`src/vm86_sensitive_instruction_emulator_unit_defines.svh`:
```
// Assertion macros for the vm86 sensitive instruction emulator.
// Used by the top level only; expects signals clk and rst_n in scope.
`ifndef VM86_SENSITIVE_INSTRUCTION_EMULATOR_UNIT_DEFINES_SVH
`define VM86_SENSITIVE_INSTRUCTION_EMULATOR_UNIT_DEFINES_SVH

// Same-cycle implication, checked out of reset
`define VSIE_ASSERT_NOW(label, ante, cons) \
  label: assert property (@(posedge clk) disable iff (!rst_n) (ante) |-> (cons)) \
    else $error("vsie: same-cycle check failed");

// Next-cycle implication, checked out of reset
`define VSIE_ASSERT_NEXT(label, ante, cons) \
  label: assert property (@(posedge clk) disable iff (!rst_n) (ante) |=> (cons)) \
    else $error("vsie: next-cycle check failed");

`endif

```
`src/vsie_pkg.sv`:
```
// Package for the vm86 sensitive instruction emulator: opcodes, codes,
// request and result structures. No dependencies.
`timescale 1ns / 1ps

package vsie_pkg;

  // Trapped opcodes
  localparam logic [7:0] OP_PUSHF = 8'h9C;
  localparam logic [7:0] OP_POPF  = 8'h9D;
  localparam logic [7:0] OP_INT   = 8'hCD;
  localparam logic [7:0] OP_IRET  = 8'hCF;
  localparam logic [7:0] OP_CLI   = 8'hFA;
  localparam logic [7:0] OP_STI   = 8'hFB;
  localparam logic [7:0] OP_OUTB  = 8'hEE;
  localparam logic [7:0] OP_OUTW  = 8'hEF;
  localparam logic [7:0] OP_INB   = 8'hEC;
  localparam logic [7:0] OP_INW   = 8'hED;

  // eflags bits forced on every pop, and the interrupt flag position
  localparam logic [31:0] FLAGS_POP_SET = 32'h0002_0200;
  localparam int unsigned FLAG_IF_BIT   = 9;
  localparam logic [31:0] MASK_RESET    = 32'h0000_0DD5;
  localparam logic [7:0]  NEST_MAX      = 8'hFF;

  typedef enum logic [1:0] {
    ST_SUCCESS   = 2'd0,
    ST_FINISHED  = 2'd1,
    ST_UNHANDLED = 2'd2
  } status_t;

  typedef enum logic [2:0] {
    PORT_NONE  = 3'd0,
    PORT_OUT_B = 3'd1,
    PORT_OUT_W = 3'd2,
    PORT_IN_B  = 3'd3,
    PORT_IN_W  = 3'd4
  } port_op_t;

  // One trapped instruction
  typedef struct packed {
    logic [7:0]  opcode;
    logic [7:0]  vector_byte;
    logic [3:0]  prefix_count;
    logic        operand_wide;
    logic [31:0] code_pointer;
    logic [15:0] stack_pointer;
    logic [31:0] flags_in;
    logic [31:0] accumulator;
    logic [15:0] port_register;
    logic [47:0] stack_top;
    logic [31:0] vector_entry;
    logic [15:0] port_read_data;
  } req_t;

  // One emulation result
  typedef struct packed {
    status_t     status;
    logic [31:0] new_code_pointer;
    logic [15:0] new_stack_pointer;
    logic [31:0] new_flags;
    logic [31:0] new_accumulator;
    logic [47:0] push_data;
    logic [1:0]  push_words;
    port_op_t    port_operation;
    logic [15:0] port_address;
    logic [15:0] port_write_data;
  } rsp_t;

  // Monitor state carried between instructions
  typedef struct packed {
    logic       vif;
    logic [7:0] nest;
  } ctx_t;

endpackage

```
`src/vsie_in_reg.sv`:
```
// Input request register of the emulator.
// Depends on vsie_pkg (req_t).
`timescale 1ns / 1ps

module vsie_in_reg
  import vsie_pkg::*;
(
  input  logic clk,
  input  logic rst_n,
  input  logic in_valid,
  output logic in_ready,
  input  req_t in_req,
  input  logic advance,
  output logic req_valid,
  output req_t req
);

  logic valid_r, valid_nxt;
  req_t req_r;

  // Free when empty or when the held request moves on this cycle
  assign in_ready = !valid_r || advance;

  always_comb begin
    valid_nxt = valid_r;
    if (in_valid && in_ready) begin
      valid_nxt = 1'b1;
    end else if (advance) begin
      valid_nxt = 1'b0;
    end
  end

  always_ff @(posedge clk) begin
    if (!rst_n) begin
      valid_r <= 1'b0;
    end else begin
      valid_r <= valid_nxt;
    end
  end

  // Payload, no reset
  always_ff @(posedge clk) begin
    if (in_valid && in_ready) begin
      req_r <= in_req;
    end
  end

  assign req_valid = valid_r;
  assign req       = req_r;

endmodule

```
`src/vsie_exec.sv`:
```
// Single-pass emulation of one trapped instruction (combinational).
// Depends on vsie_pkg (req_t, rsp_t, ctx_t, opcodes).
`timescale 1ns / 1ps

module vsie_exec
  import vsie_pkg::*;
(
  input  req_t        req,
  input  ctx_t        ctx,
  input  logic [31:0] flags_mask,
  output rsp_t        rsp,
  output ctx_t        ctx_nxt
);

  logic [15:0] ip_adj;
  logic [15:0] ip_inc;
  logic [15:0] cs_cur;
  logic [15:0] w0, w1, w2;
  logic [31:0] fl_masked;
  logic [31:0] pop_wide;
  logic [15:0] fl_low_vif;

  // Common operands
  always_comb begin
    ip_adj     = req.code_pointer[15:0] + {12'd0, req.prefix_count};
    ip_inc     = ip_adj + 16'd1;
    cs_cur     = req.code_pointer[31:16];
    w0         = req.stack_top[15:0];
    w1         = req.stack_top[31:16];
    w2         = req.stack_top[47:32];
    fl_masked  = req.flags_in & flags_mask;
    pop_wide   = {w1, w0};
    fl_low_vif = {req.flags_in[15:10], ctx.vif, req.flags_in[8:0]};
  end

  // Instruction decode and update
  always_comb begin
    rsp.status            = ST_SUCCESS;
    rsp.new_code_pointer  = {cs_cur, ip_inc};
    rsp.new_stack_pointer = req.stack_pointer;
    rsp.new_flags         = req.flags_in;
    rsp.new_accumulator   = req.accumulator;
    rsp.push_data         = 48'd0;
    rsp.push_words        = 2'd0;
    rsp.port_operation    = PORT_NONE;
    rsp.port_address      = 16'd0;
    rsp.port_write_data   = 16'd0;
    ctx_nxt               = ctx;

    case (req.opcode)
      OP_PUSHF: begin
        if (req.operand_wide) begin
          rsp.new_stack_pointer = req.stack_pointer - 16'd4;
          rsp.push_data  = {16'd0, fl_masked[31:10], ctx.vif, fl_masked[8:0]};
          rsp.push_words = 2'd2;
        end else begin
          rsp.new_stack_pointer = req.stack_pointer - 16'd2;
          rsp.push_data  = {32'd0, fl_low_vif};
          rsp.push_words = 2'd1;
        end
      end
      OP_POPF: begin
        if (req.operand_wide) begin
          rsp.new_flags         = FLAGS_POP_SET | (pop_wide & flags_mask);
          ctx_nxt.vif           = pop_wide[FLAG_IF_BIT];
          rsp.new_stack_pointer = req.stack_pointer + 16'd4;
        end else begin
          rsp.new_flags         = FLAGS_POP_SET | {16'd0, w0};
          ctx_nxt.vif           = w0[FLAG_IF_BIT];
          rsp.new_stack_pointer = req.stack_pointer + 16'd2;
        end
      end
      OP_INT: begin
        // Push return ip past the two-byte instruction, cs, flags
        rsp.new_stack_pointer = req.stack_pointer - 16'd6;
        rsp.push_data         = {fl_low_vif, cs_cur, ip_adj + 16'd2};
        rsp.push_words        = 2'd3;
        rsp.new_code_pointer  = req.vector_entry;
        if (ctx.nest != NEST_MAX) begin
          ctx_nxt.nest = ctx.nest + 8'd1;
        end
      end
      OP_IRET: begin
        rsp.new_code_pointer  = {w1, w0};
        rsp.new_flags         = FLAGS_POP_SET | {16'd0, w2};
        ctx_nxt.vif           = w2[FLAG_IF_BIT];
        rsp.new_stack_pointer = req.stack_pointer + 16'd6;
        // Outermost return ends the monitor session
        if (ctx.nest == 8'd0) begin
          rsp.status = ST_FINISHED;
        end else begin
          ctx_nxt.nest = ctx.nest - 8'd1;
        end
      end
      OP_CLI: begin
        ctx_nxt.vif = 1'b0;
      end
      OP_STI: begin
        ctx_nxt.vif = 1'b1;
      end
      OP_OUTB: begin
        rsp.port_operation  = PORT_OUT_B;
        rsp.port_address    = req.port_register;
        rsp.port_write_data = {8'd0, req.accumulator[7:0]};
      end
      OP_OUTW: begin
        rsp.port_operation  = PORT_OUT_W;
        rsp.port_address    = req.port_register;
        rsp.port_write_data = req.accumulator[15:0];
      end
      OP_INB: begin
        rsp.port_operation  = PORT_IN_B;
        rsp.port_address    = req.port_register;
        rsp.new_accumulator = {req.accumulator[31:8], req.port_read_data[7:0]};
      end
      OP_INW: begin
        rsp.port_operation  = PORT_IN_W;
        rsp.port_address    = req.port_register;
        rsp.new_accumulator = {req.accumulator[31:16], req.port_read_data};
      end
      default: begin
        // Not emulated: step past the prefixes only
        rsp.status           = ST_UNHANDLED;
        rsp.new_code_pointer = {cs_cur, ip_adj};
      end
    endcase
  end

endmodule

```
`src/vsie_ctx.sv`:
```
// Monitor state: virtual interrupt flag, nesting level and flags mask.
// Depends on vsie_pkg (ctx_t, MASK_RESET).
`timescale 1ns / 1ps

module vsie_ctx
  import vsie_pkg::*;
(
  input  logic        clk,
  input  logic        rst_n,
  input  logic        cfg_we,
  input  logic [31:0] cfg_data,
  input  logic        advance,
  input  ctx_t        ctx_nxt,
  output ctx_t        ctx,
  output logic [31:0] flags_mask
);

  ctx_t        ctx_r;
  logic [31:0] mask_r, mask_nxt;

  assign mask_nxt = cfg_we ? cfg_data : mask_r;

  // Virtual flag and nesting level move with each executed request; the mask loads on a configuration write
  always_ff @(posedge clk) begin
    if (!rst_n) begin
      ctx_r  <= '0;
      mask_r <= MASK_RESET;
    end else begin
      mask_r <= mask_nxt;
      if (advance) begin
        ctx_r <= ctx_nxt;
      end
    end
  end

  assign ctx        = ctx_r;
  assign flags_mask = mask_r;

endmodule

```
`src/vsie_out_reg.sv`:
```
// Result register of the emulator, loaded when a request executes.
// Depends on vsie_pkg (rsp_t).
`timescale 1ns / 1ps

module vsie_out_reg
  import vsie_pkg::*;
(
  input  logic clk,
  input  logic rst_n,
  input  logic load,
  input  rsp_t rsp,
  output logic can_take,
  output logic out_valid,
  input  logic out_ready,
  output rsp_t out_rsp
);

  logic valid_r, valid_nxt;
  rsp_t rsp_r;

  // Room when empty or being drained this cycle
  assign can_take = !valid_r || out_ready;

  always_comb begin
    valid_nxt = valid_r;
    if (load) begin
      valid_nxt = 1'b1;
    end else if (out_ready) begin
      valid_nxt = 1'b0;
    end
  end

  always_ff @(posedge clk) begin
    if (!rst_n) begin
      valid_r <= 1'b0;
    end else begin
      valid_r <= valid_nxt;
    end
  end

  always_ff @(posedge clk) begin
    if (load) begin
      rsp_r <= rsp;
    end
  end

  assign out_valid = valid_r;
  assign out_rsp   = rsp_r;

endmodule

```
`src/vm86_sensitive_instruction_emulator_unit.sv`:
```
// Virtual 8086 mode monitor: emulates one trapped sensitive instruction
// per request (PUSHF, POPF, INT, IRET, CLI, STI, byte/word IN and OUT).
//
// Channels: in_* carries one trapped instruction with the guest registers
// it needs; out_* returns one result per request (status, new cs:ip, sp,
// eflags, eax, stack words to store and the port access). cfg_* writes the
// eflags pass mask used by 32-bit PUSHF/POPF; cfg_ready is always high.
// Path: a request passes through the input register, then single-pass
// decode/update into the result register, which drives out_valid.
// Throughput: one request per cycle while the result channel is not stalled;
// the nesting level and virtual flag are updated as each request
// leaves the input register, so back-to-back requests see each other.
// Reset: both stages empty, virtual flag clear, nesting level 0, mask
// 0xDD5. When the receiver stalls the result is held in the result
// register; one more request can wait in the input register, after which
// in_ready drops until out_ready returns.
// Depends on vsie_pkg, vsie_in_reg, vsie_exec, vsie_ctx, vsie_out_reg and
// the assertion macro header.
`timescale 1ns / 1ps
`include "vm86_sensitive_instruction_emulator_unit_defines.svh"

module vm86_sensitive_instruction_emulator_unit
  import vsie_pkg::*;
(
  input  logic        clk,
  input  logic        rst_n,
  // Configuration
  input  logic        cfg_valid,
  output logic        cfg_ready,
  input  logic [31:0] cfg_data,
  // Request channel
  input  logic        in_valid,
  output logic        in_ready,
  input  logic [7:0]  in_opcode,
  input  logic [7:0]  in_vector_byte,
  input  logic [3:0]  in_prefix_count,
  input  logic        in_operand_wide,
  input  logic [31:0] in_code_pointer,
  input  logic [15:0] in_stack_pointer,
  input  logic [31:0] in_flags_in,
  input  logic [31:0] in_accumulator,
  input  logic [15:0] in_port_register,
  input  logic [47:0] in_stack_top,
  input  logic [31:0] in_vector_entry,
  input  logic [15:0] in_port_read_data,
  // Result channel
  output logic        out_valid,
  input  logic        out_ready,
  output logic [1:0]  out_status,
  output logic [31:0] out_new_code_pointer,
  output logic [15:0] out_new_stack_pointer,
  output logic [31:0] out_new_flags,
  output logic [31:0] out_new_accumulator,
  output logic [47:0] out_push_data,
  output logic [1:0]  out_push_words,
  output logic [2:0]  out_port_operation,
  output logic [15:0] out_port_address,
  output logic [15:0] out_port_write_data
);

  req_t        in_req;
  req_t        req;
  logic        req_valid;
  rsp_t        rsp;
  rsp_t        out_rsp;
  ctx_t        ctx;
  ctx_t        ctx_nxt;
  logic [31:0] flags_mask;
  logic        out_can_take;
  logic        advance;

  assign cfg_ready = 1'b1;

  // Gather request fields
  assign in_req = '{
    opcode:         in_opcode,
    vector_byte:    in_vector_byte,
    prefix_count:   in_prefix_count,
    operand_wide:   in_operand_wide,
    code_pointer:   in_code_pointer,
    stack_pointer:  in_stack_pointer,
    flags_in:       in_flags_in,
    accumulator:    in_accumulator,
    port_register:  in_port_register,
    stack_top:      in_stack_top,
    vector_entry:   in_vector_entry,
    port_read_data: in_port_read_data
  };

  // Held request executes when the result register has room
  assign advance = req_valid && out_can_take;

  vsie_in_reg u_in_reg (
    .clk       (clk),
    .rst_n     (rst_n),
    .in_valid  (in_valid),
    .in_ready  (in_ready),
    .in_req    (in_req),
    .advance   (advance),
    .req_valid (req_valid),
    .req       (req)
  );

  vsie_exec u_exec (
    .req        (req),
    .ctx        (ctx),
    .flags_mask (flags_mask),
    .rsp        (rsp),
    .ctx_nxt    (ctx_nxt)
  );

  vsie_ctx u_ctx (
    .clk        (clk),
    .rst_n      (rst_n),
    .cfg_we     (cfg_valid && cfg_ready),
    .cfg_data   (cfg_data),
    .advance    (advance),
    .ctx_nxt    (ctx_nxt),
    .ctx        (ctx),
    .flags_mask (flags_mask)
  );

  vsie_out_reg u_out_reg (
    .clk       (clk),
    .rst_n     (rst_n),
    .load      (advance),
    .rsp       (rsp),
    .can_take  (out_can_take),
    .out_valid (out_valid),
    .out_ready (out_ready),
    .out_rsp   (out_rsp)
  );

  // Result fields
  assign out_status            = out_rsp.status;
  assign out_new_code_pointer  = out_rsp.new_code_pointer;
  assign out_new_stack_pointer = out_rsp.new_stack_pointer;
  assign out_new_flags         = out_rsp.new_flags;
  assign out_new_accumulator   = out_rsp.new_accumulator;
  assign out_push_data         = out_rsp.push_data;
  assign out_push_words        = out_rsp.push_words;
  assign out_port_operation    = out_rsp.port_operation;
  assign out_port_address      = out_rsp.port_address;
  assign out_port_write_data   = out_rsp.port_write_data;

  // Checks
  `VSIE_ASSERT_NOW(a_stall_only_when_full, !in_ready, req_valid && out_valid && !out_ready)
  `VSIE_ASSERT_NEXT(a_nest_saturates, advance && req.opcode == OP_INT && ctx.nest == NEST_MAX, ctx.nest == NEST_MAX)
  `VSIE_ASSERT_NEXT(a_unhandled_keeps_state, advance && rsp.status == ST_UNHANDLED, ctx == $past(ctx))
  `VSIE_ASSERT_NOW(a_finish_is_plain, out_valid && out_rsp.status == ST_FINISHED, out_rsp.push_words == 2'd0 && out_rsp.port_operation == PORT_NONE)

endmodule
```
`config.mk`:
```
export PLATFORM = sky130hd
export DESIGN_NAME = vm86_sensitive_instruction_emulator_unit
export DESIGN_NICKNAME = d
export VERILOG_FILES = /design/src/vsie_pkg.sv /design/src/vsie_in_reg.sv /design/src/vsie_exec.sv /design/src/vsie_ctx.sv /design/src/vsie_out_reg.sv /design/src/vm86_sensitive_instruction_emulator_unit.sv
export VERILOG_INCLUDE_DIRS = /design/src /design/src/src
export SDC_FILE = /design/constraint.sdc
export NUM_CORES = 1
export LEC_CHECK = 0
export BUFFER_PORTS_ARGS = -buffer_cell sky130_fd_sc_hd__buf_4
export CELL_PAD_IN_SITES_DETAIL_PLACEMENT = 1
export CELL_PAD_IN_SITES_GLOBAL_PLACEMENT = 2
export CORE_ASPECT_RATIO = 1.1
export CORE_MARGIN = 8
export CORE_UTILIZATION = 38
export CTS_BUF_LIST = sky130_fd_sc_hd__clkbuf_2
export CTS_CLUSTER_DIAMETER = 60
export CTS_CLUSTER_SIZE = 14
export DETAILED_ROUTE_END_ITERATION = 7
export GPL_ROUTABILITY_DRIVEN = 0
export PLACE_DENSITY = 0.82
export REMOVE_ABC_BUFFERS = 1
export SYNTH_ARGS = -nofsm -noshare
export SYNTH_HDL_FRONTEND = slang
export SYNTH_SLANG_ARGS = --single-unit
```
`constraint.sdc`:
```
create_clock -name clk -period 8.7 [get_ports clk]
set_input_delay 1.74 -clock clk [delete_from_list [all_inputs] [get_ports clk]]
set_output_delay 1.74 -clock clk [all_outputs]
set_load 0.05 [all_outputs]
```
Word level (Yosys, flattened, before mapping)
Index checks and enable logic that the tools add are counted.
Cells by class
  add/sub/neg operators: 11
  multipliers: 0
  div/mod/pow operators: 0
  order comparisons: 0
  equal/unequal tests: 13
  shift operators: 0
  mux-type cells: 20
  bitwise operators: 2
  reduce and logical (&&, ||, !) cells: 15
Operators with widths (number)
  $pmux 50 s2: 1
  $pmux 32 s3: 1
  $eq 8x8->1 const B: 10
  $pmux 19 s4: 1
  $and 32x32->32: 2
  $pmux 16 s2: 2
  $pmux 16 s4: 1
  $pmux 32 s2: 1
  $mux 48: 1
  $mux 34: 1
  $add 16x2->16 const B: 2
  $add 16x3->16 const B: 2
  $sub 16x3->16 const B: 2
  $add 16x1->16 const B: 1
  $add 16x4->16: 1
  $mux 16: 1
  $mux 8: 2
  $pmux 8 s2: 1
  $sub 16x2->16 const B: 1
  $reduce_or 9->1: 1
  $add 8x1->8 const B: 1
  $logic_not 8->1: 1
  $ne 8x8->1 const B: 1
  $reduce_or 8->1: 1
  13 further kinds: 22
Word-level totals
  bits in registers: 479
  latch bits: 0
  bits in writable memories: 0
  bits in read-only memories: 0
  memories kept: 0

Depth between registers and ports, before layout
Gate-level depths: netlist of the first run.
  depth in word-level cells: 6
  mapped depth: 15
  gate-level depth less buffers: 12

By module
From an unflattened synthesis of the first run, not the netlist that was laid out.
Unflattened totals
  cells, all modules: 1424
  area, all modules: 20502.2 um2
Modules (own cells, without submodules)
  vsie_in_reg: instances 1, cells an instance 250, area an instance 7414.6 um2, sequential area each 7377.1 um2
  vsie_out_reg: instances 1, cells an instance 203, area an instance 6024.5 um2, sequential area each 5995.8 um2
  vsie_exec: instances 1, cells an instance 836, area an instance 5482.8 um2, sequential area each 0.0 um2
  vsie_ctx: instances 1, cells an instance 132, area an instance 1562.7 um2, sequential area each 820.8 um2
  vm86_sensitive_instruction_emulator_unit: instances 1, cells an instance 3, area an instance 17.5 um2, sequential area each 0.0 um2

Least setup slack after synthesis of the first run
Ideal clock, no wire load.
  path kind: in2reg
  start point: in out_ready
  end point: reg u_in_reg.req_r (netlist bit u_in_reg.req[0]), enable pin
  setup time: 0.626 ns
  arrival time: 7.621 ns
  slack: 0.452 ns
  cell stages on the path: 3
  path buffers: 0
  cell sequence: nor2b_1 nand2_1 and2_1
On the way
  word-level cells in the longest chain between the ends: 4
Ends and longest elaborated chain
  from (decl): line vm86_sensitive_instruction_emulator_unit.sv:48  | input logic out_ready,
  $logic_or 1x1->1: line vsie_out_reg.sv:22  | assign can_take = !valid_r || out_ready;
  $logic_and 1x1->1: line vm86_sensitive_instruction_emulator_unit.sv:91  | assign advance = req_valid && out_can_take;
  $logic_or 1x1->1: line vsie_in_reg.sv:22  | assign in_ready = !valid_r || advance;
  named net in_ready: line vm86_sensitive_instruction_emulator_unit.sv:33  | output logic in_ready,
  $logic_and 1x1->1: line vsie_in_reg.sv:43  | if (in_valid && in_ready) begin
  to (signal assigned): line vsie_in_reg.sv:44  | req_r <= in_req;
  to (decl): line vsie_in_reg.sv:19  | req_t req_r;
The timed path passes the listed nets, and every way through them passes these cells.
A chain may end at the register's enable or synchronous reset.

==> results of run 1 <==
-- metrics by stage --
| stage | total power, W | hold WS, ps |
|---|---|---|
| floorplan | 0.00308 | 400 |
| global placement | 0.00332 | 401 |
| detailed placement | 0.00334 | 409 |
| CTS | 0.00437 | 464 |
| global route | 0.00448 | 474 |
| finish | 0.00431 | 451 |
-- registers in the layout (all words and copies together) (netlist names) --
name / cells
u_out_reg.out_rsp: 199
u_in_reg.req: 237
u_ctx.flags_mask: 31
u_in_reg.req_valid: 1
u_out_reg.out_valid: 1
u_ctx.ctx: 9
-- power by group --
| group | leakage, nW | internal [W] | switching, W |
|---|---|---|---|
| clock | 0.347 | 0.000272 | 0.000757 |
| combinational | 4.57 | 0.000210 | 0.000369 |
| sequential | 4.47 | 0.00264 | 0.0000631 |
| total | 9.39 | 0.00312 | 0.00119 |
-- per-layer routing --
| layer | vias up | global-route usage (%) | wire [um] |
|---|---|---|---|
| li1 | 6122 | - | - |
| met1 | 6786 | 24.7 | 25600 |
| met2 | 387 | 37.4 | 33600 |
| met3 | 78 | 5.42 | 4130 |
| met4 | 4 | 6.15 | 1370 |
| met5 | - | 0 | 27 |
-- synthesized netlist by cell type, types with 4 or more instances --
cell type,count,area [um2]
sky130_fd_sc_hd__dfxtp_1,42,841
sky130_fd_sc_hd__a221oi_1,6,52.6
sky130_fd_sc_hd__a31oi_1,5,31.3
sky130_fd_sc_hd__xor2_1,23,201
sky130_fd_sc_hd__a32oi_1,16,140
sky130_fd_sc_hd__nand4b_1,5,43.8
sky130_fd_sc_hd__and3_1,23,144
sky130_fd_sc_hd__buf_1,8,30.0
sky130_fd_sc_hd__a21oi_1,48,240
sky130_fd_sc_hd__o31ai_1,5,37.5
sky130_fd_sc_hd__nand2b_1,21,131
sky130_fd_sc_hd__o221ai_1,4,35.0
sky130_fd_sc_hd__and2_1,42,263
sky130_fd_sc_hd__edfxtp_1,436,13100
sky130_fd_sc_hd__clkbuf_1,50,188
sky130_fd_sc_hd__mux2i_1,53,531
sky130_fd_sc_hd__inv_1,12,45.0
sky130_fd_sc_hd__nand2_1,110,413
sky130_fd_sc_hd__nor3_1,9,45.0
sky130_fd_sc_hd__o2111ai_1,4,35.0
sky130_fd_sc_hd__a211o_1,4,35.0
sky130_fd_sc_hd__nand3_1,30,150
sky130_fd_sc_hd__a32o_1,34,340
sky130_fd_sc_hd__a22oi_1,15,113
sky130_fd_sc_hd__or3_1,17,106
sky130_fd_sc_hd__o21a_1,6,45.0
sky130_fd_sc_hd__mux2_2,17,191
sky130_fd_sc_hd__ha_1,25,313
sky130_fd_sc_hd__nor2b_1,31,194
sky130_fd_sc_hd__a21o_1,8,60.1
sky130_fd_sc_hd__nand4_1,11,68.8
sky130_fd_sc_hd__nor2_1,44,165
sky130_fd_sc_hd__a221o_1,6,60.1
sky130_fd_sc_hd__xnor2_1,29,254
sky130_fd_sc_hd__o211ai_1,6,45.0
sky130_fd_sc_hd__o21ai_0,72,360
sky130_fd_sc_hd__o22ai_1,6,37.5
-- placed cells by master, fill, tap and decap left out, types with 34 or more instances in the layout --
master,instances
sky130_fd_sc_hd__clkbuf_2,67
sky130_fd_sc_hd__edfxtp_1,436
sky130_fd_sc_hd__mux2i_1,53
sky130_fd_sc_hd__buf_4,487
sky130_fd_sc_hd__a32o_1,34
sky130_fd_sc_hd__nand2_1,110
sky130_fd_sc_hd__dfxtp_1,42
sky130_fd_sc_hd__a21oi_1,48
sky130_fd_sc_hd__o21ai_0,72
sky130_fd_sc_hd__and2_1,41
sky130_fd_sc_hd__nor2_1,40
-- worst max-delay path: stages (launching register included) --
cell and delay [ps]:
sky130_fd_sc_hd__edfxtp_1 880, sky130_fd_sc_hd__nand3_2 420, sky130_fd_sc_hd__nor3_4 210, sky130_fd_sc_hd__buf_4 520, sky130_fd_sc_hd__inv_2 350, sky130_fd_sc_hd__ha_1 480
sky130_fd_sc_hd__a21o_1 230, sky130_fd_sc_hd__or3_1 340, sky130_fd_sc_hd__o2111ai_1 220, sky130_fd_sc_hd__nand4b_1 170, sky130_fd_sc_hd__a21oi_1 280, sky130_fd_sc_hd__o21ai_0 170
sky130_fd_sc_hd__xor2_1 160, sky130_fd_sc_hd__a211o_1 290
-- final cells by class --
type,count,area [um2]
Antenna cell,5,12.5
Fill cell,5333,26800
Sequential cell,478,13900
Tap cell,667,835
Clock inverter,13,130
Multi-Input combinational cell,788,5420
Timing Repair Buffer,488,3680
Clock buffer,67,335
Inverter,13,56.3
-- worst max-delay path by stage --
stage | slack [ps] | from | cells after the start | to
floorplan | 450 | out_ready | 3 | u_in_reg.req[0]
global placement | 3820 | u_in_reg.req[237] | 13 | u_out_reg.out_rsp[163]
detailed placement | 3740 | u_in_reg.req[237] | 13 | u_out_reg.out_rsp[163]
CTS | 3710 | u_in_reg.req[237] | 13 | u_out_reg.out_rsp[163]
global route | 3440 | u_in_reg.req[237] | 13 | u_out_reg.out_rsp[163]
finish | 3750 | u_in_reg.req[237] | 13 | u_out_reg.out_rsp[163]
-- cells by family (layout without fill, tap and decap cells) --
kind of cell    Yosys count  after routing  share of synthesized area [%]
xor+xnor                 52             52                           2.32
flops                   478            478                           71.0
simple gates            371            371                           10.3
compound gates          267            267                           9.45
fa+ha+maj                27             27                           1.75
other cells               1              6                         0.0191
mux                      70             70                           3.68
buf+inv                  76            581                           1.51
==> metrics.txt, run 1 <==
# TYPE chip_impl_metric gauge
chip_impl_metric{name="antenna_left",unit=""} 0
chip_impl_metric{name="r2r_slack",unit="ps"} 3750
chip_impl_metric{name="first_global_vias",unit=""} 14700
chip_impl_metric{name="placed_wire_length_estimate_after_detailed_placement",unit="um"} 45300
chip_impl_metric{name="grt_max_degree",unit=""} 171
chip_impl_metric{name="final_setup_violation_count",unit=""} 0
chip_impl_info{name="grt_setup_unrepaired",value="false"} 1
chip_impl_metric{name="maxSlewViolCount",unit=""} 0
chip_impl_info{name="worst_setup_path_end_kind",value="register"} 1
chip_impl_metric{name="drv_cap",unit=""} 0
chip_impl_metric{name="dieArea",unit="um2"} 59200
chip_impl_info{name="path_class",value="register to register"} 1
chip_impl_metric{name="antenna_violations_before_repair",unit=""} 7
chip_impl_metric{name="groute.usage.overall",unit="%"} 21.0
chip_impl_metric{name="count_of_flip_flops_with_a_built_in_enable_after_synthesis",unit=""} 436
chip_impl_metric{name="crit_fanout",unit=""} 40
chip_impl_metric{name="tritoncts_num_sinks",unit=""} 478
chip_impl_metric{name="io_pins",unit=""} 484
chip_impl_metric{name="chip_height",unit="um"} 254
chip_impl_info{name="outcome",value="finished, final reports clean"} 1
chip_impl_info{name="worst_hold_path.endpoint",value="u_out_reg.out_rsp[104]"} 1
chip_impl_metric{name="vias_post_dr",unit=""} 13400
chip_impl_metric{name="clock_path_buffers",unit=""} 3
chip_impl_info{name="cts_tree",value="done"} 1
chip_impl_metric{name="placedCellCount",unit=""} 2434
chip_impl_metric{name="die_w",unit="um"} 233
chip_impl_metric{name="synth.yosys.seq_area_share",unit="%"} 71.0
chip_impl_metric{name="core-area",unit="um2"} 51200
chip_impl_metric{name="timing.reg2reg.worst_path_depth",unit=""} 13
chip_impl_metric{name="postCtsResizedCells",unit=""} 0
chip_impl_metric{name="initial_core_util",unit="%"} 38.3
chip_impl_metric{name="cellLeakagePower",unit="nW"} 9.39
chip_impl_metric{name="detail_route.wl_per_cell",unit="um"} 25.7
chip_impl_metric{name="synth-async-reset-ratio",unit="%"} 0
chip_impl_info{name="clockRootBuffer",value="sky130_fd_sc_hd__clkbuf_2"} 1
chip_impl_metric{name="crit_path_required_time",unit="ps"} 9550
chip_impl_info{name="worst_hold_launch",value="u_in_reg.req[131]"} 1
chip_impl_metric{name="cts_hold_buf",unit=""} 0
chip_impl_metric{name="synthDistinctLibCells",unit=""} 77
chip_impl_metric{name="fin_cells",unit=""} 2519
chip_impl_metric{name="finalHoldViolations",unit=""} 0
chip_impl_metric{name="clock_insertion_delay_at_the_later_pin_of_the_skew_report",unit="ps"} 1080
chip_impl_info{name="r2r_end",value="u_out_reg.out_rsp[163]"} 1
chip_impl_metric{name="cts_post_setup_buffers_inserted",unit=""} 0
chip_impl_metric{name="drtPass1Iterations",unit=""} 5
chip_impl_metric{name="cts_max_level",unit=""} 2
chip_impl_metric{name="area_delta_synth_final",unit="%"} 24.4
chip_impl_metric{name="netlist_instances",unit=""} 1342
chip_impl_metric{name="yosysWarningCount",unit=""} 0
chip_impl_metric{name="synthesized_cell_area",unit="um2"} 19600
chip_impl_metric{name="pwr_density_cell",unit="nW/um2"} 177
chip_impl_metric{name="synth_area_per_cell",unit="um2"} 14.6
chip_impl_info{name="worst_hold_path_type",value="register to register"} 1
chip_impl_metric{name="rows",unit=""} 87
chip_impl_metric{name="ys_ff_latch",unit=""} 478
chip_impl_metric{name="nets",unit=""} 2120
chip_impl_metric{name="timing.critical_path.arrival",unit="ps"} 5810
chip_impl_metric{name="clk_transition_reported_paths",unit="ps"} 260
chip_impl_metric{name="hold-path-cell-count",unit=""} 0
chip_impl_metric{name="relSlewSlack",unit="%"} 19.2
chip_impl_metric{name="numPortBuffers",unit=""} 473
chip_impl_metric{name="utilization",unit="%"} 47.7
chip_impl_metric{name="drt-total-wl",unit="um"} 64700
chip_impl_metric{name="fmax",unit="GHz"} 0.202
chip_impl_info{name="timing.critical_path.from_type",value="register"} 1
chip_impl_metric{name="setup_tns",unit="ps"} 0
chip_impl_metric{name="tcrit_tclk_final",unit="%"} 56.9
chip_impl_metric{name="tmin_final",unit="ps"} 4950
chip_impl_info{name="regToRegStartpoint",value="u_in_reg.req[237]"} 1
chip_impl_metric{name="irDropWorstVdd",unit="mV"} 0.105
chip_impl_metric{name="drt-initial-drc-count",unit=""} 895
chip_impl_metric{name="placement.cell_area",unit="um2"} 23900
chip_impl_metric{name="worst_slew_pin_slew",unit="ps"} 1200
chip_impl_metric{name="final_area",unit="um2"} 24400
chip_impl_metric{name="globalRoute.totalOverflow",unit=""} 0
chip_impl_metric{name="post_drt_via_cell_ratio",unit=""} 5.31
chip_impl_info{name="predominant_post_synthesis_flop_cell",value="sky130_fd_sc_hd__edfxtp_1"} 1
chip_impl_metric{name="first_pass_grt_wire_length",unit="um"} 93300
chip_impl_metric{name="fin_skew",unit="ps"} 77.4
chip_impl_metric{name="post-place-ws",unit="ps"} 3740
chip_impl_metric{name="worst_slack",unit="ps"} 3750
chip_impl_metric{name="cts-buffers-inserted",unit=""} 43
chip_impl_metric{name="detail_route.drc_violations",unit=""} 0
chip_impl_metric{name="layout_cell_share_with_drive_strength_beyond_1",unit="%"} 33.1
Power figures use the tool's default switching activity.
==> run 2: changes to the inputs <==
--- a/config.mk
+++ b/config.mk
@@ -6,18 +6,19 @@
 export SDC_FILE = /design/constraint.sdc
 export NUM_CORES = 1
 export LEC_CHECK = 0
+export ABC_AREA = 1
 export BUFFER_PORTS_ARGS = -buffer_cell sky130_fd_sc_hd__buf_4
 export CELL_PAD_IN_SITES_DETAIL_PLACEMENT = 1
 export CELL_PAD_IN_SITES_GLOBAL_PLACEMENT = 2
 export CORE_ASPECT_RATIO = 1.1
 export CORE_MARGIN = 8
-export CORE_UTILIZATION = 38
+export CORE_UTILIZATION = 32
 export CTS_BUF_LIST = sky130_fd_sc_hd__clkbuf_2
 export CTS_CLUSTER_DIAMETER = 60
 export CTS_CLUSTER_SIZE = 14
 export DETAILED_ROUTE_END_ITERATION = 7
 export GPL_ROUTABILITY_DRIVEN = 0
-export PLACE_DENSITY = 0.82
+export PLACE_DENSITY = 0.77
 export REMOVE_ABC_BUFFERS = 1
 export SYNTH_ARGS = -nofsm -noshare
 export SYNTH_HDL_FRONTEND = slang
==> constraint.sdc (replaced) <==
create_clock -name clk -period 4.5 [get_ports clk]
set_input_delay 0.9 -clock clk [delete_from_list [all_inputs] [get_ports clk]]
set_output_delay 0.9 -clock clk [all_outputs]
set_load 0.05 [all_outputs]
==> metrics.txt, run 2 <==
# TYPE chip_impl_metric gauge
chip_impl_info{name="worst_setup_path_end_kind",value="register"} 1
chip_impl_metric{name="cts_max_level",unit=""} 2
chip_impl_metric{name="tritoncts_num_sinks",unit=""} 478
chip_impl_metric{name="cts_post_setup_buffers_inserted",unit=""} 0
chip_impl_metric{name="synth_fa_ha_area_share",unit="%"} 1.63
chip_impl_metric{name="synth-xor-area-share",unit="%"} 0.782
chip_impl_info{name="path_class",value="register to register"} 1
chip_impl_metric{name="critical_path.max_stage_delay",unit="ps"} 450
chip_impl_info{name="worst_path_max_delay_cell",value="sky130_fd_sc_hd__fa_1"} 1
chip_impl_metric{name="ys_ff_latch",unit=""} 478
chip_impl_info{name="worst_hold_path.endpoint",value="u_in_reg.req_valid"} 1
chip_impl_metric{name="crit_fanout",unit=""} 6
chip_impl_metric{name="utilization",unit="%"} 44.5
chip_impl_metric{name="layout_cell_share_with_drive_strength_beyond_1",unit="%"} 25.6
chip_impl_info{name="worst_path_most_repeated_cell",value="sky130_fd_sc_hd__inv_1"} 1
chip_impl_metric{name="crit_path_required_time",unit="ps"} 5260
chip_impl_metric{name="tmin_final",unit="ps"} 3320
chip_impl_metric{name="groute.usage.overall",unit="%"} 21.5
chip_impl_metric{name="synth_compound_gate_area_share",unit="%"} 8.28
chip_impl_metric{name="irDropWorstVdd",unit="mV"} 0.232
chip_impl_metric{name="r2r_slack",unit="ps"} 1180
chip_impl_metric{name="final_setup_violation_count",unit=""} 0
chip_impl_metric{name="nets",unit=""} 2845
chip_impl_metric{name="timing.reg2reg.worst_path_depth",unit=""} 14
chip_impl_metric{name="clock_insertion_delay_at_the_later_pin_of_the_skew_report",unit="ps"} 1110
chip_impl_info{name="worst_hold_path_type",value="input port to register"} 1
chip_impl_info{name="crit_chain",value="ha_1 > fa_1 > nand2_1 > inv_1 > or2_2 > inv_1 > ha_1 > nand2_1 > inv_1 > nand3_1 > nor2_2 > a21oi_1 > o21ai_0 > o2111ai_1"} 1
chip_impl_metric{name="yosysWarningCount",unit=""} 0
chip_impl_metric{name="grt_max_degree",unit=""} 85
chip_impl_info{name="outcome",value="finished, final reports clean"} 1
chip_impl_metric{name="detail_route.wl_per_cell",unit="um"} 23.7
chip_impl_metric{name="finalHoldViolations",unit=""} 0
chip_impl_info{name="predominant_post_synthesis_flop_cell",value="sky130_fd_sc_hd__edfxtp_1"} 1
chip_impl_metric{name="post_drt_via_cell_ratio",unit=""} 4.93
chip_impl_metric{name="design_power_total",unit="W"} 0.00880
chip_impl_metric{name="chip_height",unit="um"} 281
chip_impl_info{name="post-synth-top-area-cell",value="sky130_fd_sc_hd__edfxtp_1"} 1
chip_impl_metric{name="tcrit_tclk_final",unit="%"} 73.7
chip_impl_metric{name="placement.cell_area",unit="um2"} 25000
chip_impl_metric{name="synth-async-reset-ratio",unit="%"} 0
chip_impl_metric{name="fin_skew",unit="ps"} 114
chip_impl_metric{name="clk_transition_reported_paths",unit="ps"} 240
chip_impl_metric{name="yosysTopAreaCellShare",unit="%"} 64.0
chip_impl_metric{name="post_synth_mux_area_share",unit="%"} 0
chip_impl_metric{name="first_pass_grt_wire_length",unit="um"} 118000
chip_impl_metric{name="worst_slew_pin_slew",unit="ps"} 918
chip_impl_metric{name="rows",unit=""} 97
chip_impl_metric{name="initial_core_util",unit="%"} 32.3
chip_impl_metric{name="first_global_vias",unit=""} 18500
chip_impl_metric{name="die_w",unit="um"} 257
chip_impl_metric{name="detail_route.drc_violations",unit=""} 0
chip_impl_metric{name="synth.yosys.seq_area_share",unit="%"} 68.1
chip_impl_metric{name="synthDistinctLibCells",unit=""} 58
chip_impl_info{name="layout_commonest_cell",value="sky130_fd_sc_hd__buf_4"} 1
chip_impl_info{name="clockRootBuffer",value="sky130_fd_sc_hd__clkbuf_2"} 1
chip_impl_metric{name="count_of_flip_flops_with_a_built_in_enable_after_synthesis",unit=""} 436
chip_impl_metric{name="timing.critical_path.arrival",unit="ps"} 4070
chip_impl_metric{name="area_delta_synth_final",unit="%"} 38.0
chip_impl_metric{name="drt-total-wl",unit="um"} 81000
chip_impl_metric{name="critical_path_buf_inv_count",unit=""} 3
chip_impl_metric{name="io_pins",unit=""} 484
chip_impl_metric{name="largest_register_ffs",unit=""} 237
chip_impl_metric{name="vias_post_dr",unit=""} 16900
chip_impl_info{name="critical_path.top_delay_family",value="simple AND/OR/NAND/NOR gates"} 1
chip_impl_metric{name="globalRoute.totalOverflow",unit=""} 0
chip_impl_metric{name="setup_tns",unit="ps"} 0
chip_impl_metric{name="maxSlewViolCount",unit=""} 0
chip_impl_metric{name="core-area",unit="um2"} 63500
chip_impl_metric{name="antenna_violations_before_repair",unit=""} 14
chip_impl_metric{name="drv_cap",unit=""} 0
chip_impl_info{name="commonest_cells_in_the_netlist",value="sky130_fd_sc_hd__edfxtp_1, sky130_fd_sc_hd__nand2_1, sky130_fd_sc_hd__inv_1, sky130_fd_sc_hd__nor2_1, sky130_fd_sc_hd__nand3_1"} 1
chip_impl_metric{name="dieArea",unit="um2"} 72300
chip_impl_metric{name="synth_area_per_cell",unit="um2"} 11.5
chip_impl_metric{name="fmax",unit="GHz"} 0.302
chip_impl_metric{name="synthesized_cell_area",unit="um2"} 20500
chip_impl_metric{name="placed_wire_length_estimate_after_detailed_placement",unit="um"} 55200
chip_impl_metric{name="cts-buffers-inserted",unit=""} 47
chip_impl_info{name="synthMostInstantiatedCell",value="sky130_fd_sc_hd__edfxtp_1"} 1
chip_impl_info{name="r2r_end",value="u_out_reg.out_rsp[172]"} 1
chip_impl_metric{name="antenna_left",unit=""} 0
chip_impl_info{name="regToRegStartpoint",value="u_in_reg.req[192]"} 1
chip_impl_metric{name="synthSimpleGateAreaFrac",unit="%"} 16.1
chip_impl_metric{name="postCtsResizedCells",unit=""} 0
chip_impl_metric{name="drt-initial-drc-count",unit=""} 1046
chip_impl_metric{name="hold_slack",unit="ps"} 241
chip_impl_metric{name="final_area",unit="um2"} 28300
chip_impl_info{name="combinational_family_with_the_most_area_after_synthesis",value="simple AND/OR/NAND/NOR gates"} 1
chip_impl_metric{name="pwr_density_cell",unit="nW/um2"} 311
chip_impl_info{name="layout.cells.most_common_list",value="sky130_fd_sc_hd__buf_4, sky130_fd_sc_hd__edfxtp_1, sky130_fd_sc_hd__nand2_1"} 1
chip_impl_metric{name="cts_hold_buf",unit=""} 269
chip_impl_info{name="worst_hold_launch",value="in_valid"} 1
chip_impl_metric{name="drtPass1Iterations",unit=""} 5
chip_impl_metric{name="cellLeakagePower",unit="nW"} 11.5
chip_impl_info{name="timing.critical_path.from_type",value="register"} 1
chip_impl_info{name="grt_setup_unrepaired",value="false"} 1
chip_impl_metric{name="relSlewSlack",unit="%"} 38.4
chip_impl_info{name="cts_tree",value="done"} 1
chip_impl_info{name="synth.top_cells.by_area",value="sky130_fd_sc_hd__edfxtp_1, sky130_fd_sc_hd__nand2_1, sky130_fd_sc_hd__dfxtp_1"} 1
chip_impl_metric{name="netlist_instances",unit=""} 1785
chip_impl_metric{name="clock_path_buffers",unit=""} 3
chip_impl_metric{name="hold-path-cell-count",unit=""} 3
chip_impl_metric{name="numPortBuffers",unit=""} 473
[run 2: cell types whose count changed after synthesis, sizes merged, moves of 21 or more]
cell | previous run | this run
a32o | 34 | 0
and2 | 42 | 2
and3 | 23 | 0
inv | 13 | 212
mux2i | 53 | 0
nand2 | 110 | 340
nand2b | 21 | 0
nand3 | 31 | 127
nand4 | 11 | 36
nor2 | 44 | 178
nor2b | 31 | 0
o21ai | 73 | 114
o32ai | 0 | 26
xnor2 | 29 | 4
[run 2: per-layer routing]
metal | routed length, um | share of wire [%] | global-route usage [%]
met1 | 31500 | 39 | 24.8
met2 | 41900 | 52 | 38.7
met3 | 5030 | 6.2 | 5.24
met4 | 2510 | 3.1 | 7.17
met5 | 99 | 0.12 | 0
[run 2: kinds of logic after synthesis]
family | count (synthesis)
buf+inv | 269
other cells | 1
compound gates | 275
fa+ha+maj | 26
flops | 478
simple gates | 722
xor+xnor | 14
[run 2: report_power, final]
part           leakage, nW  internal (W)  switching, W
Sequential            4.47       0.00511      0.000124
Clock                0.365      0.000507       0.00162
Combinational         6.63      0.000553      0.000883
Total                 11.5       0.00617       0.00262
[run 2: cell type report]
type,count,area [um2]
Antenna cell,7,17.5
Tap cell,841,1050
Sequential cell,478,13900
Multi-Input combinational cell,1038,5490
Clock buffer,67,335
Fill cell,6896,35200
Timing Repair Buffer,759,6420
Inverter,213,817
Clock inverter,21,185
[run 2: how the worst max path moves through the flow]
stage                      startpoint                     end  slack [ps]  cells after the start
floorplan                   out_ready         u_in_reg.req[0]       -2140                      4
global placement    u_in_reg.req[192]  u_out_reg.out_rsp[178]        1350                     14
detailed placement  u_in_reg.req[192]  u_out_reg.out_rsp[178]        1310                     14
CTS                 u_in_reg.req[242]  u_out_reg.out_rsp[163]        1230                      9
global route        u_in_reg.req[192]  u_out_reg.out_rsp[172]         880                     14
finish              u_in_reg.req[192]  u_out_reg.out_rsp[172]        1180                     14
[run 2: tightest hold or removal path: cells and delay by family]
family | cells | cell delay [ps]
and+or+nand+nor | 1 | 130
buffers and inverters | 1 | 80
AOI/OAI and AO/OA | 1 | 150
[run 2: through the flow]
stage / instances / setup WS, ps
2_1_floorplan: 1729 / -2140
3_3_place_gp: 3060 / 1350
3_5_place_dp: 3060 / 1310
4_1_cts: 3417 / 1230
5_1_grt: 3421 / 875
6_report: 3424 / 1180
==> run 3: changes to the inputs <==
--- a/config.mk
+++ b/config.mk
@@ -12,13 +12,13 @@
 export CELL_PAD_IN_SITES_GLOBAL_PLACEMENT = 2
 export CORE_ASPECT_RATIO = 1.1
 export CORE_MARGIN = 8
-export CORE_UTILIZATION = 32
+export CORE_UTILIZATION = 36
 export CTS_BUF_LIST = sky130_fd_sc_hd__clkbuf_2
 export CTS_CLUSTER_DIAMETER = 60
 export CTS_CLUSTER_SIZE = 14
 export DETAILED_ROUTE_END_ITERATION = 7
 export GPL_ROUTABILITY_DRIVEN = 0
-export PLACE_DENSITY = 0.77
+export PLACE_DENSITY = 0.82
 export REMOVE_ABC_BUFFERS = 1
 export SYNTH_ARGS = -nofsm -noshare
 export SYNTH_HDL_FRONTEND = slang
==> constraint.sdc (replaced) <==
create_clock -name clk -period 3.1 [get_ports clk]
set_input_delay 0.62 -clock clk [delete_from_list [all_inputs] [get_ports clk]]
set_output_delay 0.62 -clock clk [all_outputs]
set_load 0.05 [all_outputs]
==> metrics.txt, run 3 (synthesis gave the netlist of run 2 again) <==
# TYPE chip_impl_metric gauge
chip_impl_metric{name="cellLeakagePower",unit="nW"} 11.7
chip_impl_metric{name="cts_max_level",unit=""} 2
chip_impl_metric{name="tmin_final",unit="ps"} 2920
chip_impl_metric{name="die_w",unit="um"} 243
chip_impl_metric{name="placed_wire_length_estimate_after_detailed_placement",unit="um"} 55400
chip_impl_metric{name="worst_slew_pin_slew",unit="ps"} 973
chip_impl_metric{name="clock_insertion_delay_at_the_later_pin_of_the_skew_report",unit="ps"} 1190
chip_impl_metric{name="maxSlewViolCount",unit=""} 0
chip_impl_info{name="outcome",value="finished, final reports clean"} 1
chip_impl_metric{name="vias_post_dr",unit=""} 17300
chip_impl_metric{name="antenna_violations_before_repair",unit=""} 7
chip_impl_metric{name="tcrit_tclk_final",unit="%"} 94.1
chip_impl_metric{name="placedCellCount",unit=""} 2978
chip_impl_metric{name="grt_max_degree",unit=""} 65
chip_impl_info{name="worst_setup_path_end_kind",value="register"} 1
chip_impl_metric{name="drtPass1Iterations",unit=""} 5
chip_impl_metric{name="fin_skew",unit="ps"} 239
chip_impl_metric{name="clk_transition_reported_paths",unit="ps"} 320
chip_impl_metric{name="area_delta_synth_final",unit="%"} 39.8
chip_impl_metric{name="timing.critical_path.arrival",unit="ps"} 3710
chip_impl_info{name="worst_path_max_delay_cell",value="sky130_fd_sc_hd__edfxtp_1"} 1
chip_impl_metric{name="crit_path_required_time",unit="ps"} 3890
chip_impl_info{name="crit_chain",value="nor3_4 > nand2_8 > ha_1 > a21oi_1 > o21ai_0 > a221oi_1 > nand3_1 > nand3_1 > nand3_1"} 1
chip_impl_metric{name="detail_route.drc_violations",unit=""} 0
chip_impl_metric{name="layout_cell_share_with_drive_strength_beyond_1",unit="%"} 26.3
chip_impl_metric{name="drt-initial-drc-count",unit=""} 1265
chip_impl_metric{name="drt-total-wl",unit="um"} 82500
chip_impl_metric{name="finalHoldViolations",unit=""} 0
chip_impl_metric{name="first_pass_grt_wire_length",unit="um"} 120000
chip_impl_metric{name="largest_register_ffs",unit=""} 237
chip_impl_metric{name="detail_route.wl_per_cell",unit="um"} 24.5
chip_impl_metric{name="antenna_left",unit=""} 0
chip_impl_metric{name="fmax",unit="GHz"} 0.343
chip_impl_info{name="path_class",value="register to register"} 1
chip_impl_metric{name="globalRoute.totalOverflow",unit=""} 0
chip_impl_metric{name="pwr_density_cell",unit="nW/um2"} 451
chip_impl_metric{name="met2_wirelength",unit="um"} 43300
chip_impl_metric{name="tritoncts_num_sinks",unit=""} 478
chip_impl_info{name="worst_path_most_repeated_cell",value="sky130_fd_sc_hd__nand3_1"} 1
chip_impl_metric{name="crit_fanout",unit=""} 20
chip_impl_metric{name="chip_height",unit="um"} 266
chip_impl_info{name="worst_hold_path_type",value="input port to register"} 1
chip_impl_info{name="clockRootBuffer",value="sky130_fd_sc_hd__clkbuf_2"} 1
chip_impl_metric{name="fin_cells",unit=""} 3373
chip_impl_metric{name="io_pins",unit=""} 484
chip_impl_metric{name="dieArea",unit="um2"} 64800
chip_impl_metric{name="nets",unit=""} 2891
chip_impl_info{name="timing.critical_path.from_type",value="register"} 1
chip_impl_info{name="top_signal_layer_used",value="met4"} 1
chip_impl_metric{name="final_setup_violation_count",unit=""} 0
chip_impl_info{name="cts_tree",value="done"} 1
chip_impl_metric{name="groute.usage.overall",unit="%"} 24.4
chip_impl_metric{name="drv_cap",unit=""} 0
chip_impl_metric{name="dr_wl_met3",unit="um"} 5150
chip_impl_info{name="layout_commonest_cell",value="sky130_fd_sc_hd__buf_4"} 1
chip_impl_metric{name="detail_route.wirelength.met1",unit="um"} 31700
chip_impl_metric{name="critical_path.max_stage_delay",unit="ps"} 540
chip_impl_metric{name="relSlewSlack",unit="%"} 34.7
chip_impl_metric{name="core-area",unit="um2"} 56100
chip_impl_info{name="layout.cells.most_common_list",value="sky130_fd_sc_hd__buf_4, sky130_fd_sc_hd__edfxtp_1, sky130_fd_sc_hd__nand2_1"} 1
chip_impl_metric{name="cts-buffers-inserted",unit=""} 46
chip_impl_metric{name="clock_path_buffers",unit=""} 3
chip_impl_metric{name="post_drt_via_cell_ratio",unit=""} 5.13
chip_impl_metric{name="initial_core_util",unit="%"} 36.5
chip_impl_metric{name="rows",unit=""} 91
chip_impl_metric{name="first_global_vias",unit=""} 19000
chip_impl_metric{name="numPortBuffers",unit=""} 473
chip_impl_metric{name="design_power_total",unit="W"} 0.0129
chip_impl_metric{name="setup_tns",unit="ps"} 0
chip_impl_metric{name="irDropWorstVdd",unit="mV"} 0.344
[run 3: cell types whose count changed in the layout (fill, tap and decap cells not counted), sizes merged]
cell         change
clkinvlp         -1
inv              +3
clkinv           -5
buf             +23
diode            +1
dlygate4sd3     +24
bufinv           +1
[run 3: final cells by class]
| type | instances | area (um2) |
|---|---|---|
| Clock inverter | 19 | 194 |
| Inverter | 213 | 820 |
| Sequential cell | 478 | 13900 |
| Multi-Input combinational cell | 1038 | 5540 |
| Timing Repair Buffer | 806 | 6840 |
| Clock buffer | 67 | 335 |
| Fill cell | 6004 | 27500 |
| Antenna cell | 8 | 20.0 |
| Tap cell | 744 | 931 |
[run 3: worst paths after layout]
check | end | cells past startpoint | from | slack, ps
worst min register to register | u_out_reg.out_rsp[110] | 0 | u_in_reg.req[137] | 410
worst max register to register | u_out_reg.out_rsp[163] | 9 | u_in_reg.req[241] | 180
worst min-delay path | u_in_reg.req[101] | 2 | in_port_register[5] | 130
worst max-delay path | u_out_reg.out_rsp[163] | 9 | u_in_reg.req[241] | 180
[run 3: critical path, delay by kind of cell (launching register included)]
family          cells  cell delay, ps
simple gates        5             880
compound gates      3             690
flops               1             540
fa+ha+maj           1             400
[run 3: metal layers]
layer,up-vias,GRT usage (%)
met3,126,5.54
met1,8728,28.0
met5,-,0
met2,570,44.8
li1,7877,-
met4,0,7.41
[run 3: what timing repair did]
item | in CTS | in global routing
gates resized for setup | 5 | 8
endpoints found under the setup margin | 7 | 23
hold buffers | 293 | 0
buffers inserted | 0 | 8
pin swaps | 1 | 2
endpoints found under the hold margin | 273 | 0
[run 3: where the power goes]
group / switching (W) / total (W) / internal (W)
Sequential: 0.000186 / 0.00761 / 0.00742
Combinational: 0.00131 / 0.00215 / 0.000849
Clock: 0.00233 / 0.00314 / 0.000814
[run 3: through the flow]
| step | util, % | area [um2] | hold WS, ps | setup WS [ps] |
|---|---|---|---|---|
| 2_1_floorplan | - | 20200 | 400 | -3260 |
| 3_3_place_gp | 44.6 | 25000 | 400 | 91.9 |
| 3_5_place_dp | 44.6 | 25000 | 407 | -25.6 |
| 4_1_cts | 50.8 | 28500 | 3.57 | 18.1 |
| 5_1_grt | 51.0 | 28600 | 36.8 | -20.9 |
| 6_report | 51.0 | 28600 | 127 | 183 |
